==> config.mk <==
export PLATFORM = sky130hd
export DESIGN_NAME = hcbp_ctrl
export DESIGN_NICKNAME = d
export VERILOG_FILES = /design/src/rtl/hcbp_pkg.sv /design/src/rtl/hcbp_ctrl.sv
export SDC_FILE = /design/constraint.sdc
export NUM_CORES = 1
export LEC_CHECK = 0
export BUFFER_PORTS_ARGS = -buffer_cell sky130_fd_sc_hd__buf_4
export CAP_MARGIN = 15
export CORE_AREA = 2 2 39 41
export CTS_BUF_LIST = sky130_fd_sc_hd__clkbuf_8
export DETAILED_ROUTE_END_ITERATION = 8
export DIE_AREA = 0 0 41 43
export PLACE_DENSITY = 0.58
export SETUP_SLACK_MARGIN = 0.1
export SLEW_MARGIN = 10
export SYNTH_ARGS = -nofsm -noshare
export SYNTH_HDL_FRONTEND = slang
export SYNTH_SLANG_ARGS = --single-unit
==> constraint.sdc <==
create_clock -name clock -period 1.31 [get_ports clock]
set_input_delay 0.262 -clock clock [delete_from_list [all_inputs] [get_ports clock]]
set_output_delay 0.262 -clock clock [all_outputs]
set_load 0.01 [all_outputs]
==> src/rtl/hcbp_pkg.sv <==
// Package: mode codes and controller/datapath interface types for the bit packer.
package hcbp_pkg;

   localparam int MODE_W = 2;
   localparam int BYTE_W = 8;

   localparam logic [MODE_W-1:0] MODE_LOAD   = 2'd0;
   localparam logic [MODE_W-1:0] MODE_ENCODE = 2'd1;
   localparam logic [MODE_W-1:0] MODE_FINISH = 2'd2;

   typedef struct packed {
      logic tbl_write;   // store the incoming table entry
      logic tbl_read;    // fetch the entry for the incoming symbol
      logic acc_load;    // capture merged accumulator and bit total
      logic pend_read;   // fold a short code straight into the pending bits
      logic byte_emit;   // send the next complete code word
      logic pad_emit;    // send the zero-padded partial word
      logic hdr_emit;    // send the padding-count header word
   } hcbp_cmd_type;

   typedef struct packed {
      logic sym_ok;      // symbol lies inside the table
      logic read_ge8;    // merged total holds at least one full word
      logic emit_last;   // word being sent is the last of this symbol
      logic cnt_nz;      // pending bits exist
      logic slot_free;   // output register can take a word
   } hcbp_sts_type;

endpackage

==> src/rtl/hcbp_ctrl.sv <==
// Controller state machine of the bit packer.
module hcbp_ctrl (
   input  logic                      clock,
   input  logic                      reset,
   input  logic                      req_valid,
   output logic                      req_ready,
   input  logic [hcbp_pkg::MODE_W-1:0] req_mode,
   input  hcbp_pkg::hcbp_sts_type    sts,
   output hcbp_pkg::hcbp_cmd_type    cmd
);
   import hcbp_pkg::*;

   localparam logic [2:0] S_IDLE = 3'd0;
   localparam logic [2:0] S_READ = 3'd1;
   localparam logic [2:0] S_EMIT = 3'd2;
   localparam logic [2:0] S_PAD  = 3'd3;
   localparam logic [2:0] S_HDR  = 3'd4;

   logic [2:0] state_ff;
   logic [2:0] state_in;
   logic       accept;

   assign req_ready = (state_ff == S_IDLE);
   assign accept    = req_valid & req_ready;

   always_comb begin
      state_in = state_ff;
      cmd      = '0;
      case (state_ff)
         S_IDLE: begin
            if (accept) begin
               case (req_mode)
                  MODE_LOAD: begin
                     cmd.tbl_write = sts.sym_ok;
                  end
                  MODE_ENCODE: begin
                     if (sts.sym_ok) begin
                        cmd.tbl_read = 1'b1;
                        state_in     = S_READ;
                     end
                  end
                  MODE_FINISH: begin
                     state_in = S_PAD;
                  end
                  default: begin
                     state_in = S_IDLE;
                  end
               endcase
            end
         end
         S_READ: begin
            if (sts.read_ge8) begin
               cmd.acc_load = 1'b1;
               state_in     = S_EMIT;
            end else begin
               cmd.pend_read = 1'b1;
               state_in      = S_IDLE;
            end
         end
         S_EMIT: begin
            if (sts.slot_free) begin
               cmd.byte_emit = 1'b1;
               if (sts.emit_last) begin
                  state_in = S_IDLE;
               end
            end
         end
         S_PAD: begin
            if (sts.slot_free) begin
               if (sts.cnt_nz) begin
                  cmd.pad_emit = 1'b1;
                  state_in     = S_HDR;
               end else begin
                  cmd.hdr_emit = 1'b1;
                  state_in     = S_IDLE;
               end
            end
         end
         S_HDR: begin
            if (sts.slot_free) begin
               cmd.hdr_emit = 1'b1;
               state_in     = S_IDLE;
            end
         end
         default: begin
            state_in = S_IDLE;
         end
      endcase
   end

   always_ff @(posedge clock) begin
      if (reset) begin
         state_ff <= S_IDLE;
      end else begin
         state_ff <= state_in;
      end
   end

endmodule

==> flow_metrics.py <==
metrics = {
    "run_status": {
        "status": "complete, but fails checks",
        "violations": "negative setup slack",
    },
    "finish": {
        "antenna_cells": 0,
        "largest_reg_flops": 3,
        "final_cells": 80,
        "top_regs": "state_ff: 3 flops",
        "nFillCells": 140,
        "syn_to_final_growth_pct": 84.0,
        "top_register": "state_ff",
        "fin_nets": 78,
        "drive_gt1_share_pct": 59.4,
    },
    "timing": {
        "fin_crit_ns": 1.39,
        "tightest_slew_ns": 0.280,
        "setup_viol": 7,
        "drv_slew": 0,
        "rsz0062_at_grt": "true",
        "clock_skew_ns": 0.00132,
        "slew_headroom_pct": 81.1,
        "max_freq_ghz": 0.721,
        "timing.final.crit_share_pct": 106,
        "worst_slack_ns": -0.0773,
        "hold_violations": 0,
    },
    "die": {
        "core_um2": 1380,
        "die_w_um": 41,
        "dieHeight_um": 43,
        "io_pins": 18,
        "rows": 14,
        "initial_core_util_pct": 23.7,
        "die_area_um2": 1760,
    },
    "clocking": {
        "clock_latency_ns": 0.22,
        "h-tree-depth": 1,
        "cts_tree": "done",
        "cts_buffers": 3,
        "cts_root_buffer": "clkbuf_8",
        "cts_buffer_depth": 2,
        "clock_sink_count": 3,
        "cts.clk_slew.worst_paths_ns": 0.03,
    },
    "critical_path": {
        "cp.arrival_ns": 1.13,
        "startpoint_type": "flip-flop",
        "slowest_stage": "dfxtp_4",
        "cp_data_required_time_ns": 1.05,
        "cp-end-kind": "output pin",
        "cp_cell_sequence": "and3b_1 > a22oi_1 > nor2b_1 > buf_4",
        "crit_family": "simple AND/OR/NAND/NOR gates",
        "cp.buffers_inverters": 1,
        "critPathKind": "flip-flop to output pin",
        "critical-path-max-stage-delay_ns": 0.35,
        "worstPathMaxFanout": 4,
    },
    "yosys": {
        "syn_avg_cell_area_um2": 9.11,
        "syn_nets": 49,
        "synth_area_um2": 328,
        "syn_inst": 36,
        "synth_xor_area_share_pct": 0,
        "synth_warnings": 0,
        "synth.distinct_cells": 21,
        "synth_area_leader_cell": "dfxtp_1",
        "synth_top_area_share_pct": 18.3,
        "synth_compound_area_share_pct": 13.4,
        "synth_fa_ha_area_share_pct": 11.5,
        "synth_mux_area_share_pct": 4.58,
        "synth-seq-area-share_pct": 18.3,
        "netlist_top_cells_area": "dfxtp_1 (18%), ha_1 (11%), and4bb_2 (7.6%)",
        "yosys_register_bits": 3,
        "synth_top_family_by_area": "simple AND/OR/NAND/NOR gates",
        "yosys.area_share.simple_pct": 42.0,
    },
    "hold_path": {
        "hold_class": "input pin to flip-flop",
    },
    "route": {
        "routed_wl_um": 805,
        "via_per_inst": 4.63,
        "drt-initial-drc-count": 5,
        "ant_nets": 0,
        "dr.pass1.iters": 2,
        "drc": 0,
        "wl_per_cell_um": 10.1,
        "vias": 370,
    },
    "place": {
        "dp_slack_ns": 0.0193,
        "gp_congestion": 0.762,
        "dpl.hpwl_um": 609,
        "dp.cells": 72,
        "port_buffers": 17,
    },
    "global_route": {
        "grt_overflow": 0,
        "grt_max_degree": 9,
        "antenna_found_initial": 0,
        "grtUsageTotal_pct": 10.3,
        "first_global_vias": 329,
        "grt_pass1_wl_mm": 1.23,
    },
    "power": {
        "peakVddDrop_v": 0.000298,
        "p_leak_nw": 0.294,
        "cellPowerDensity_nw_per_um2": 763,
    },
    "job": {
        "maxCapViolations": 0,
    },
}
-- layout by cell type (no fill, tap or decap), types with 2 or more instances in the layout --
cell,Yosys,final
ha_1,3,3
dfxtp_4,0,3
nor2b_1,2,2
and4bb_2,2,2
and4_1,2,2
nand2b_1,2,2
a21oi_1,2,2
clkbuf_8,0,3
inv_1,3,4
buf_6,2,3
buf_4,0,23
nor2_1,3,3
-- cell type report --
type	count	area [µm²]	area share (%)
sequential	3	71.3	11.8
clock buffer	3	41.3	6.85
multi-input combinational	28	249	41.3
inverter	3	11.3	1.87
timing repair buffer	26	206	34.2
tap	16	20.0	3.32
clock inverter	1	3.75	0.622
-- worst register-to-register path, stage by stage, from the launching register on --
cell	delay, ns
dfxtp_4	0.36
and3b_1	0.20
buf_4	0.13
buf_4	0.12
a31oi_1	0.15
nor2_1	0.05
-- metal layers --
layer | vias to the layer above | part of all wire, % | GRT usage, %
met5 | - | 0 | 0
met4 | 0 | 2.1 | 6.00
met3 | 4 | 7.3 | 4.71
met2 | 13 | 43 | 14.7
met1 | 166 | 47 | 12.1
li1 | 187 | - | -
-- Yosys cell counts (all sizes together) --
cell type and count:
nor3 1, ha 3, inv 3, nand4 1
dfxtp 3, a21oi 2, nor4b 2, nor2 3
a31oi 1, o211ai 2, and4 2, nor2b 2
a22oi 1, nand2 1, nand2b 2, and3b 1
and3 1, and4bb 2, buf 2, mux2 1
-- logic make-up after synthesis --
family,after synthesis
buf+inv,5
mux,1
simple gates,18
flops,3
compound gates,6
fa+ha+maj,3
-- power by group --
| part | internal, W | switching, W | leakage, nW |
|---|---|---|---|
| Combinational | 0.0000616 | 0.0000386 | 0.240 |
| Clock | 0.000200 | 0.0000626 | 0.0269 |
| Sequential | 0.0000913 | 0.00000677 | 0.0267 |
-- metrics by stage --
stage / cell area [µm²] / util [%] / power [W] / setup TNS [ns] / hold slack, ns
detailed placement: 490 / 35.4 / 0.000186 / 0 / 0.442
CTS: 596 / 43.0 / 0.000465 / -0.439 / 0.210
finish: 603 / 43.6 / 0.000460 / -0.396 / 0.213
global placement: 490 / 35.4 / 0.000187 / 0 / 0.447
floorplan: 328 / - / 0.000145 / 0 / 0.331
global route: 603 / 43.6 / 0.000493 / -0.773 / 0.211
-- what timing repair did --
item / CTS / global route
pin swaps: 5 / 2
hold buffers: 0 / 0
setup buffers: 3 / 1
resized for setup: 11 / 0
endpoints found under the setup margin: 9 / 8
-- final timing paths --
check	start	end	slack (ns)	cells past startpoint
max	state_ff[2]	cmd[0]	-0.08	4
max reg2reg	state_ff[2]	state_ff[2]	0.19	5
min	reset	state_ff[2]	0.21	2
min reg2reg	state_ff[0]	state_ff[2]	0.66	3
(Power assumes the default switching activity.)
